### src/sv/ntcm_pkg.sv
// ---------------------------------------------------------------------------
// NTC median-of-three package
// Shared types and constants for the thermistor temperature block.
// ---------------------------------------------------------------------------
package ntcm_pkg;
    localparam int FULL_SCALE = 26400;
    localparam int KELVIN_OFFSET_16THS = 4368;
    localparam logic [29:0] LN2_Q30 = 30'd744261118;

    localparam logic [1:0] STATUS_OK   = 2'd0;
    localparam logic [1:0] STATUS_LOW  = 2'd1;
    localparam logic [1:0] STATUS_HIGH = 2'd2;

    localparam logic [1:0] REG_RREF = 2'd0;
    localparam logic [1:0] REG_BETA = 2'd1;
    localparam logic [1:0] REG_T0   = 2'd2;

    // Classified transaction passed from the front to the back.
    typedef struct packed {
        logic [14:0] median;
        logic [1:0]  status;
    } job_t;
endpackage

### src/sv/ntcm_fifo.sv
// ---------------------------------------------------------------------------
// NTC job queue
// Two-entry queue between the front end and the compute engine.
// ---------------------------------------------------------------------------
module ntcm_fifo
    import ntcm_pkg::*;
(
    input  logic clk,
    input  logic rst_n,
    input  logic push,
    input  job_t din,
    output logic full,
    output logic empty,
    input  logic pop,
    output job_t dout
);
    job_t       mem_reg [2];
    logic       wp_reg, rp_reg;
    logic [1:0] cnt_reg;

    assign full  = (cnt_reg == 2'd2);
    assign empty = (cnt_reg == 2'd0);
    assign dout  = mem_reg[rp_reg];

    always_ff @(posedge clk or negedge rst_n)
    begin
        if (!rst_n)
        begin
            wp_reg  <= 1'b0;
            rp_reg  <= 1'b0;
            cnt_reg <= 2'd0;
        end
        else
        begin
            if (push)
                wp_reg <= ~wp_reg;
            if (pop)
                rp_reg <= ~rp_reg;
            cnt_reg <= cnt_reg + {1'b0, push} - {1'b0, pop};
        end
    end

    always_ff @(posedge clk)
    begin
        if (push)
            mem_reg[wp_reg] <= din;
    end
endmodule

### config.mk
export PLATFORM = sky130hd
export DESIGN_NAME = ntcm_fifo
export DESIGN_NICKNAME = d
export VERILOG_FILES = /design/src/sv/ntcm_pkg.sv /design/src/sv/ntcm_fifo.sv
export SDC_FILE = /design/constraint.sdc
export NUM_CORES = 1
export LEC_CHECK = 0
export BUFFER_PORTS_ARGS = -buffer_cell sky130_fd_sc_hd__clkbuf_2
export CORE_MARGIN = 10
export CORE_UTILIZATION = 25
export DETAILED_ROUTE_END_ITERATION = 8
export PLACE_DENSITY_LB_ADDON = 0.08
export SLEW_MARGIN = 20
export SYNTH_ARGS = -nofsm -noshare
export SYNTH_HDL_FRONTEND = slang
export SYNTH_SLANG_ARGS = --single-unit
### constraint.sdc
create_clock -name clk -period 3.8 [get_ports clk]
set_input_delay 1.14 -clock clk [delete_from_list [all_inputs] [get_ports clk]]
set_output_delay 1.14 -clock clk [all_outputs]
set_load 0.01 [all_outputs]
# Word level (Yosys, flattened, before mapping)
# Memory sizes are Yosys's and may differ from the RTL's.
# Cells that the tools add are included.
[totals]
n_memories = 1
input_bits = 21
ramBits = 34
latchBits = 0
out_inout_bits = 19
ff_bits = 4
mem_bits_ro = 0
[memory_table]
columns = ["memory", "words", "word_bits", "read_ports", "rd_ports_with_merged_regs", "write_ports", "line_no", "source"]
rows = [
  ["mem_reg", 2, 17, 1, 0, 1, "ntcm_fifo.sv:17", "job_t mem_reg [2];"],
]
[op_classes]
n_eq_ne = 1
div = 0
add_sub_neg = 2
mul = 0
bitwise = 2
order_cmp = 0
mux = 2
reduce_logical = 1
shift = 0
[ops]
columns = ["op", "n"]
rows = [
  ["adder 2 x 1 -> 2 bit", 1],
  ["== test 2 bit, second input constant", 1],
  ["zero test 2 bit", 1],
  ["2-to-1 mux 1 bit", 2],
  ["NOT 1 bit", 2],
  ["subtractor 2 x 1 -> 2 bit", 1],
]

# Logic depth before layout (Yosys ltp)
[logic_depth]
depth_word = 2
depth_mapped = 5
mapped_depth_nobuf = 5

# Least setup slack after synthesis
# Ideal clock, no wire load.
[synth_timing]
kind = "input -> register"
from = "in push"
to = "mem mem_reg[0][0] (netlist bit), enable pin"
arrival_ps = 1947
setup_ps = 393
n_path_buf = 0
slack_ps = 1461
stages = 1
path_cell_list = "nor2b_1"
[synth_via]
elab_chain_cells = 2
[synth_lines]
columns = ["element", "line_no", "source"]
rows = [
  ["start: declaration", "ntcm_fifo.sv:10", "input logic push,"],
  ["2-to-1 mux 1 bit", "ntcm_fifo.sv:45", "if (push)"],
  ["2-to-1 mux 1 bit (implied by the code)", "ntcm_fifo.sv:46", "mem_reg[wp_reg] <= din;"],
  ["end: declaration", "ntcm_fifo.sv:17", ""],
]
# No other way between the ends.

==> metrics.txt <==
fillers=603; initial core utilization=0.263; # DRC=0; minimum clock period after layout=2.96 ns; worst endpoint data arrival time=1.82 ns; Worst Clk Skew=0.00480 ns; Synthesis Warnings=0; RePlAce Congestion=0.583; Reg2Reg Capture Point=mem_reg[0][11]$_DFFE_PP_; Die Wd=96.8 um; P&R area growth vs syn=22.9%; hold crit path type=reg2reg; global-route wire length before repair=4.25 mm; share of layout cells above drive strength 1=0.558; CTS Hold Buffers Added=0; Placeable Area=5610 um^2; vias in the first global route=844; synthesized area=1470 um^2; RSZ-0062 raised after global routing=false; Final Net Count=135; Setup Viol. Count Final=0; P_leak=0.736 nW; Hold Crit Depth=1; die height=96.8 um; via count=724; Post-CTS Setup Bufs=0; clock network power share=0.204; Final Cycle Share=0.780; global router's overall resource usage=0.0600; DRT iter0 DRCs=21; initial antenna violation count=0; clock tree buffer depth=2; Layout Cells excl Fill=185; fin area=1810 um^2; worst vdd rail ir drop=0.302 mV; WL/cell=14.9 um; placed cell count=177; Mapped Nets=91; max FFs per register=34; sequential cell area=1120 um^2; Hold Fails Final Rpt=0; Seq/Total Area, Yosys=0.761; Util after Layout=0.323; antenna viol nets, final=0; CP Launch Point=rp_reg$_DFFE_PN0P_; Worst EP required=2.66 ns; cts repair resizes=0; vias per cell=3.91; IO Port Bufs=39; FMAX=337 MHz; CTS tree=done; worst skew pair latency=0.29 ns; MaxCap Viol Count=0; Sw Pwr=0.372 mW; Setup TNS=0 ns; max-slew violations=0; worst-path maximum fanout=18; Syn Area/Cell=21.7 um^2; pin count of the biggest net entering global routing=19; switching part of the total power=0.293; Sequential Power Share=0.502; Reg2Reg Setup Slack=2.23 ns; clk slew on worst S/H paths=0.07 ns; Pre-antenna DRT Iters=2; Post-DP Area=1730 um^2; die area=9370 um^2; status=completed; R2R Path Start=wp_reg$_DFFE_PN0P_; GR Overflow Total=0; pin slew with the least headroom to its limit=0.982 ns; critical path endpoint=dout[2]; Seq cells post-synth=38; CP startpoint kind=flop; CP endpoint kind=output pin; Comb power frac=0.295; area occupied by multi-input gates=317 um^2; Pwr Density=700 nW/um^2; Fin Hold WS=0.506 ns; most common cell after layout, fill and taps aside=clkbuf_2; Setup CP Type=reg2out; hpwl dp=1.93 mm; pre-CTS setup slack=1.07 ns; Worst Slack Setup Final=0.835 ns; most frequent cells in the layout=39 x clkbuf_2, 34 x edfxtp_1, 9 x mux2_4, 8 x mux2_2, 5 x clkbuf_8; Worst Reg-to-Reg Cells=1; CTS Buf Count=5; Clock Sinks=38; standard-cell rows=27; max_slew headroom=0.342; WL final=2.76 mm; H-tree depth=2; root buffer cell=clkbuf_8; Synth Instances=68; IO Pins=40; Cell Int Power=0.896 mW; Inserted Diodes=0; Synth cell types=13; total power=1.27 mW
worst min-delay path by stage:
| stage | startpoint | end |
|---|---|---|
| 3_3_place_gp | wp_reg$_DFFE_PN0P_ | wp_reg$_DFFE_PN0P_ |
| 5_1_grt | wp_reg$_DFFE_PN0P_ | wp_reg$_DFFE_PN0P_ |
| 4_1_cts | wp_reg$_DFFE_PN0P_ | wp_reg$_DFFE_PN0P_ |
| 6_report | wp_reg$_DFFE_PN0P_ | wp_reg$_DFFE_PN0P_ |
| 2_1_floorplan | wp_reg$_DFFE_PN0P_ | wp_reg$_DFFE_PN0P_ |
| 3_5_place_dp | wp_reg$_DFFE_PN0P_ | wp_reg$_DFFE_PN0P_ |
cells in the mapped netlist:
cell	n	area (um^2)
dfrtp_1	4	100
buf_12	1	20.0
nor2b_1	2	12.5
mux2_2	8	90.1
inv_1	2	7.51
edfxtp_1	34	1020
nor2_1	1	3.75
buf_6	1	11.3
xor3_1	1	23.8
ha_1	2	25.0
xor2_1	2	17.5
and2_1	1	6.26
mux2_4	9	135
power by group through the flow:
stage	logic (mW)	clock network [mW]	registers, mW
after floorplan	0.316	0	0.593
after global placement	0.385	0	0.647
after detailed placement	0.389	0	0.651
after CTS	0.391	0.268	0.642
after global routing	0.412	0.289	0.653
final	0.374	0.258	0.636
per-layer routing:
| metal | wire length (um) | track usage | up-vias |
|---|---|---|---|
| met5 | 0 | 0 | - |
| li1 | - | - | 344 |
| met4 | 50 | 0.0271 | 0 |
| met3 | 170 | 0.0341 | 5 |
| met2 | 1430 | 0.102 | 23 |
| met1 | 1120 | 0.0580 | 352 |
critical path, cell delays in order, from the launching register on:
cell and delay, ns:
dfrtp_1 0.98, mux2_2 0.42, clkbuf_2 0.13
final cells by class:
class | count | area share
flip-flops and latches | 38 | 0.619
well taps | 72 | 0.0497
clock inverters | 2 | 0.00483
multi-input cells | 26 | 0.175
repair buffers | 39 | 0.108
inverters | 2 | 0.00414
clock buffers | 6 | 0.0401
logic make-up after synthesis:
logic type                 share of synthesized area
adders and majority gates                     0.0170
xor gates and xnor gates                      0.0280
DFF                                            0.761
and+or+nand+nor                               0.0153
buffers and inverters                         0.0263
muxes                                          0.153
Note: power is estimated with default switching activity, not from simulation.
