`src/sv/ntcm_pkg.sv`:
```
// ---------------------------------------------------------------------------
// NTC median-of-three package
// Shared types and constants for the thermistor temperature block.
// ---------------------------------------------------------------------------
package ntcm_pkg;
    localparam int FULL_SCALE = 26400;
    localparam int KELVIN_OFFSET_16THS = 4368;
    localparam logic [29:0] LN2_Q30 = 30'd744261118;

    localparam logic [1:0] STATUS_OK   = 2'd0;
    localparam logic [1:0] STATUS_LOW  = 2'd1;
    localparam logic [1:0] STATUS_HIGH = 2'd2;

    localparam logic [1:0] REG_RREF = 2'd0;
    localparam logic [1:0] REG_BETA = 2'd1;
    localparam logic [1:0] REG_T0   = 2'd2;

    // Classified transaction passed from the front to the back.
    typedef struct packed {
        logic [14:0] median;
        logic [1:0]  status;
    } job_t;
endpackage

```
`src/sv/ntcm_front.sv`:
```
// ---------------------------------------------------------------------------
// NTC front end
// Collects samples in groups of three and classifies the median.
// ---------------------------------------------------------------------------
module ntcm_front
    import ntcm_pkg::*;
(
    input  logic               clk,
    input  logic               rst_n,
    input  logic               sample_valid,
    input  logic signed [15:0] sample,
    input  logic               accept,
    output logic               job_valid,
    output job_t               job
);
    logic [1:0]         idx_reg;
    logic signed [15:0] h0_reg, h1_reg;
    logic signed [15:0] lo, hi, med;

    always_comb
    begin
        lo = (h0_reg < h1_reg) ? h0_reg : h1_reg;
        hi = (h0_reg < h1_reg) ? h1_reg : h0_reg;
        if (sample < lo)
            med = lo;
        else if (sample > hi)
            med = hi;
        else
            med = sample;
        job.median = med[14:0];
        if (med <= 16'sd0)
            job.status = STATUS_LOW;
        else if (med >= 16'sd26400)
            job.status = STATUS_HIGH;
        else
            job.status = STATUS_OK;
    end

    assign job_valid = sample_valid && (idx_reg == 2'd2);

    always_ff @(posedge clk or negedge rst_n)
    begin
        if (!rst_n)
            idx_reg <= 2'd0;
        else if (accept)
            idx_reg <= (idx_reg == 2'd2) ? 2'd0 : idx_reg + 2'd1;
    end

    always_ff @(posedge clk)
    begin
        if (accept && idx_reg == 2'd0)
            h0_reg <= sample;
        if (accept && idx_reg == 2'd1)
            h1_reg <= sample;
    end
endmodule

```
`config.mk`:
```
export PLATFORM = sky130hd
export DESIGN_NAME = ntcm_front
export DESIGN_NICKNAME = d
export VERILOG_FILES = /design/src/sv/ntcm_pkg.sv /design/src/sv/ntcm_front.sv
export SDC_FILE = /design/constraint.sdc
export NUM_CORES = 1
export LEC_CHECK = 0
export BUFFER_PORTS_ARGS = -buffer_cell sky130_fd_sc_hd__buf_4
export CAP_MARGIN = 20
export CELL_PAD_IN_SITES_DETAIL_PLACEMENT = 0
export CELL_PAD_IN_SITES_GLOBAL_PLACEMENT = 2
export CORE_MARGIN = 3
export CORE_UTILIZATION = 25
export DETAILED_ROUTE_END_ITERATION = 6
export GPL_ROUTABILITY_DRIVEN = 0
export PLACE_DENSITY = 0.54
export SKIP_CTS_REPAIR_TIMING = 1
export SYNTH_ARGS = -nofsm -noshare
export SYNTH_HDL_FRONTEND = slang
export SYNTH_SLANG_ARGS = --single-unit
```
`constraint.sdc`:
```
create_clock -name clk -period 7.1 [get_ports clk]
set_input_delay 0.355 -clock clk [delete_from_list [all_inputs] [get_ports clk]]
set_output_delay 0.355 -clock clk [all_outputs]
set_load 0.02 [all_outputs]
```
==> Yosys cells after proc, flatten, opt, wreduce, memory -nomap -nowiden <==
Index checks and enable logic that the tools add are counted.
{ "op_classes": {"mux": 7, "n_addsub": 1, "eq_ne": 2, "magnitude_cmp": 5, "n_reduce_logical": 4} }
{ "op_table": {"columns": ["operator", "n"], "rows": [
  ["16-bit two-way mux", 4],
  ["16-bit < comparator", 2],
  ["16-bit >= comparator (second input constant)", 1],
  ["16-bit greater-than comparator", 1],
  ["16-bit by 1-bit <= comparator with 1-bit output (second input constant)", 1],
  ["2-bit two-way mux", 3],
  ["1-bit logical AND", 3],
  ["2-bit by 1-bit adder with 2-bit output (second input constant)", 1],
  ["2-bit by 1-bit equality test with 1-bit output (second input constant)", 1],
  ["2-bit equality test (second input constant)", 1],
  ["2-bit logical NOT", 1]
]} }
{ "totals": {"register_bits": 34, "output_inout_bits": 18} }

==> Depth between registers and ports, before layout <==
{ "logic_depth": {"word_depth": 8, "depth_mapped": 23, "ltp_nobuf": 19} }

==> Worst setup path after synthesis <==
OpenSTA, ideal clock, no wires.
{ "synth_timing": {"path_kind": "register to output", "startpoint": "register h0_reg[15]", "endpoint": "output port job[1] in the netlist's numbering", "path_stages_with_launch": 20, "arrival_time_ns": 4.974, "required_ns": 6.745, "slack_ns": 1.771, "cell_sequence": "edfxtp_1 -> ha_1 -> buf_2 -> nand4_1 -> nor4_2 -> a311o_1 -> o21ai_4 -> nand2_2 -> buf_4 -> mux2i_1 -> ha_1 -> a211oi_1 -> o21a_1 -> o21ai_0 -> o32ai_2 -> clkinv_1 -> a311oi_1 -> a31oi_1 -> mux2_2 -> nor3_2"} }
{ "synth_lines": {"columns": ["element", "line_no", "text"], "rows": [
  ["start, declared", "ntcm_front.sv:17", "logic signed [15:0] h0_reg, h1_reg;"],
  ["start signal, assigned", "ntcm_front.sv:52", "h0_reg <= sample;"],
  ["end, declared", "ntcm_front.sv:14", "output job_t job"]
]} }

==> metrics.txt <==
io pins=38; CTS tree=built; antenna cells=0; Detailed Place HPWL=10,800 um; Max rail drop VDD=0.000117 V; Final TNS setup=0 ps; vias per inst=5.36; Hold Vio Cnt, Final=0; Cell Area, Synth=3500 sq um; core area=13,500 sq um; pwr dens=400 nW/um^2; Syn Inst Count=387; CTS H-Tree Depth=2; layout cell share with drive strength beyond 1=0.163; DRC errors left=0; Internal=0.874 mW; dominant synthesized flop cell=edfxtp_1; EDFF count, synth=32; Root Buffer=clkbuf_16; kind of critical path=reg2out; Max Slew Vio Count=0; Layout Skew=4.70 ps; sw power=0.801 mW; # port buffers=37; die height=124 um; DRT antenna net count=0; vias in the first global route=3,228; Cell Chain, Critical Path=ha_1, nand4_1, nor4_2, a311o_1, o21ai_4, nand2_2, mux2i_1, ha_1, a211oi_1, o21a_1, o21ai_0, o32ai_2, clkinv_1, buf_4, o2111ai_1, o311ai_1, o22ai_1, nor3_2, buf_4; area delta synth->final=19.4%; critical path's slowest cell=ha_1; Worst Path Buf+Inv=3; Seq/Total Area, Yosys=0.288; Peak Freq=151 MHz; clock transition at the registers of the reported paths=60 ps; Post-Route WL=13,700 um; first-pass GRT wire length=20,500 um; CP top delay family=compound AO/OA/AOI/OAI gates; Pre-antenna DRT Iters=4; via count=3,218; Final setup viols=0; DRC violation total after the first TritonRoute iteration=223; Critical Path Source Type=register; Tcrit/Tclk final=0.935; critical path required time=6740 ps; Die Width=124 um; CP Max Fanout=27; crit path DAT=6290 ps; initial antenna violation count=0; Clk network pwr share=0.176; Hold Crit Class=in2reg; number of library cell types mapped by synthesis=65; Num CTS Buffers=5; Non-Filler Instances=600; post-synth net total=453; fin crit period=6640 ps; RSZ-0062 raised after global routing=no; FP Rows=42; full die area=15,500 sq um; Async SR Flop Fraction=0.0588; status=finished, final reports clean; Worst setup EP type=primary output; GRT overflow=0; sequential fraction of design power=0.188; Combinational Power Share=0.636; Ys Warns=0; final net count=489; FF+latch count, synth=34; placed cells=591; syn avg cell area=9.06 sq um; worst relative slew slack=0.472; P_leak=1.70 nW; pin count of the biggest net entering global routing=42; Slew @ Worst Pin=792 ps; Worst-Skew Late Latency=290 ps; Fillers=1,467; most frequent cells in the layout=46 x ha_1, 42 x buf_4, 40 x nor2_1; Max Root-Sink Buffers=2; commonest non-fill, non-tap cell in the layout=ha_1; WL per Instance=22.8 um; Switching Fraction=0.478; GRT Overall Usage=0.173; max incr delay on CP=730 ps; Num Clock Sinks=34; Max-Cap Viols=0; Initial Util=0.261
## worst paths after layout
| check | start | endpoint | slack [ps] | cells after the start |
|---|---|---|---|---|
| worst max-delay path | h0_reg[15]$_DFFE_PP_ | job[1] | 460 | 19 |
| worst min-delay path | sample[2] | h1_reg[2]$_DFFE_PP_ | 300 | 1 |
| worst max register to register | idx_reg[1]$_DFFE_PN0P_ | h0_reg[10]$_DFFE_PP_ | 5360 | 2 |
| worst min register to register | idx_reg[0]$_DFFE_PN0P_ | idx_reg[0]$_DFFE_PN0P_ | 550 | 1 |
| max in group asynchronous | rst_n | idx_reg[0]$_DFFE_PN0P_ | 6630 | 2 |
| min in group asynchronous | rst_n | idx_reg[1]$_DFFE_PN0P_ | 380 | 2 |
## cells by family after synthesis
group | after synthesis | share of synthesized area
adders and majority gates | 46 | 0.164
AOI/OAI and AO/OA | 109 | 0.230
DFF | 34 | 0.288
muxes | 22 | 0.0632
buffers and inverters | 36 | 0.0453
and+or+nand+nor | 140 | 0.208
## layout make-up
class	instances	area, sq um	area share
tap	176	220	0.0526
timing repair buffer	43	325	0.0778
inverter	22	82.6	0.0197
clock buffer	5	125	0.0299
sequential	34	1010	0.242
multi-input combinational	317	2350	0.562
clock inverter	3	68.8	0.0164
## synthesized netlist by cell type (3+ instances only)
master | n | area share
o211ai_1 | 5 | 0.011
clkbuf_1 | 7 | 0.0075
and4_1 | 4 | 0.010
buf_2 | 4 | 0.0057
and3_1 | 4 | 0.0071
nand3_1 | 8 | 0.011
a211oi_1 | 5 | 0.011
a221oi_1 | 11 | 0.027
nor3_1 | 10 | 0.014
nor2_1 | 41 | 0.044
o21a_1 | 4 | 0.0086
edfxtp_1 | 32 | 0.27
a21o_1 | 3 | 0.0064
nand2_1 | 29 | 0.031
nor2b_1 | 3 | 0.0054
nand4_1 | 8 | 0.014
mux2i_1 | 21 | 0.060
o21bai_1 | 12 | 0.026
a21oi_1 | 31 | 0.044
inv_1 | 21 | 0.022
o21ai_0 | 10 | 0.014
ha_1 | 46 | 0.16
nor4_1 | 14 | 0.025
## power by group through the flow
| stage | clock network [mW] | registers (mW) | logic [mW] |
|---|---|---|---|
| after floorplan | 0 | 0.294 | 0.720 |
| after global placement | 0 | 0.321 | 1.08 |
| after detailed placement | 0 | 0.318 | 1.07 |
| after CTS | 0.300 | 0.314 | 1.07 |
| after global routing | 0.308 | 0.320 | 1.17 |
| final | 0.294 | 0.315 | 1.07 |
## layer usage
metal,up-vias,share of wire,track usage
met5,-,0,0
met4,0,0.019,0.0464
met3,17,0.038,0.0236
met2,58,0.46,0.280
met1,1561,0.49,0.242
li1,1582,-,-
## stage by stage
step	setup WS, ps	power [mW]	hold WS (ps)	util	instance area [sq um]
after global placement	415	1.40	138	0.295	3970
after floorplan	1770	1.01	59.4	-	3500
final	459	1.67	301	0.311	4180
after CTS	67.1	1.69	-173	0.310	4170
after detailed placement	420	1.39	139	0.295	3970
after global routing	29.1	1.79	298	0.311	4180
(Power assumes the default switching activity.)
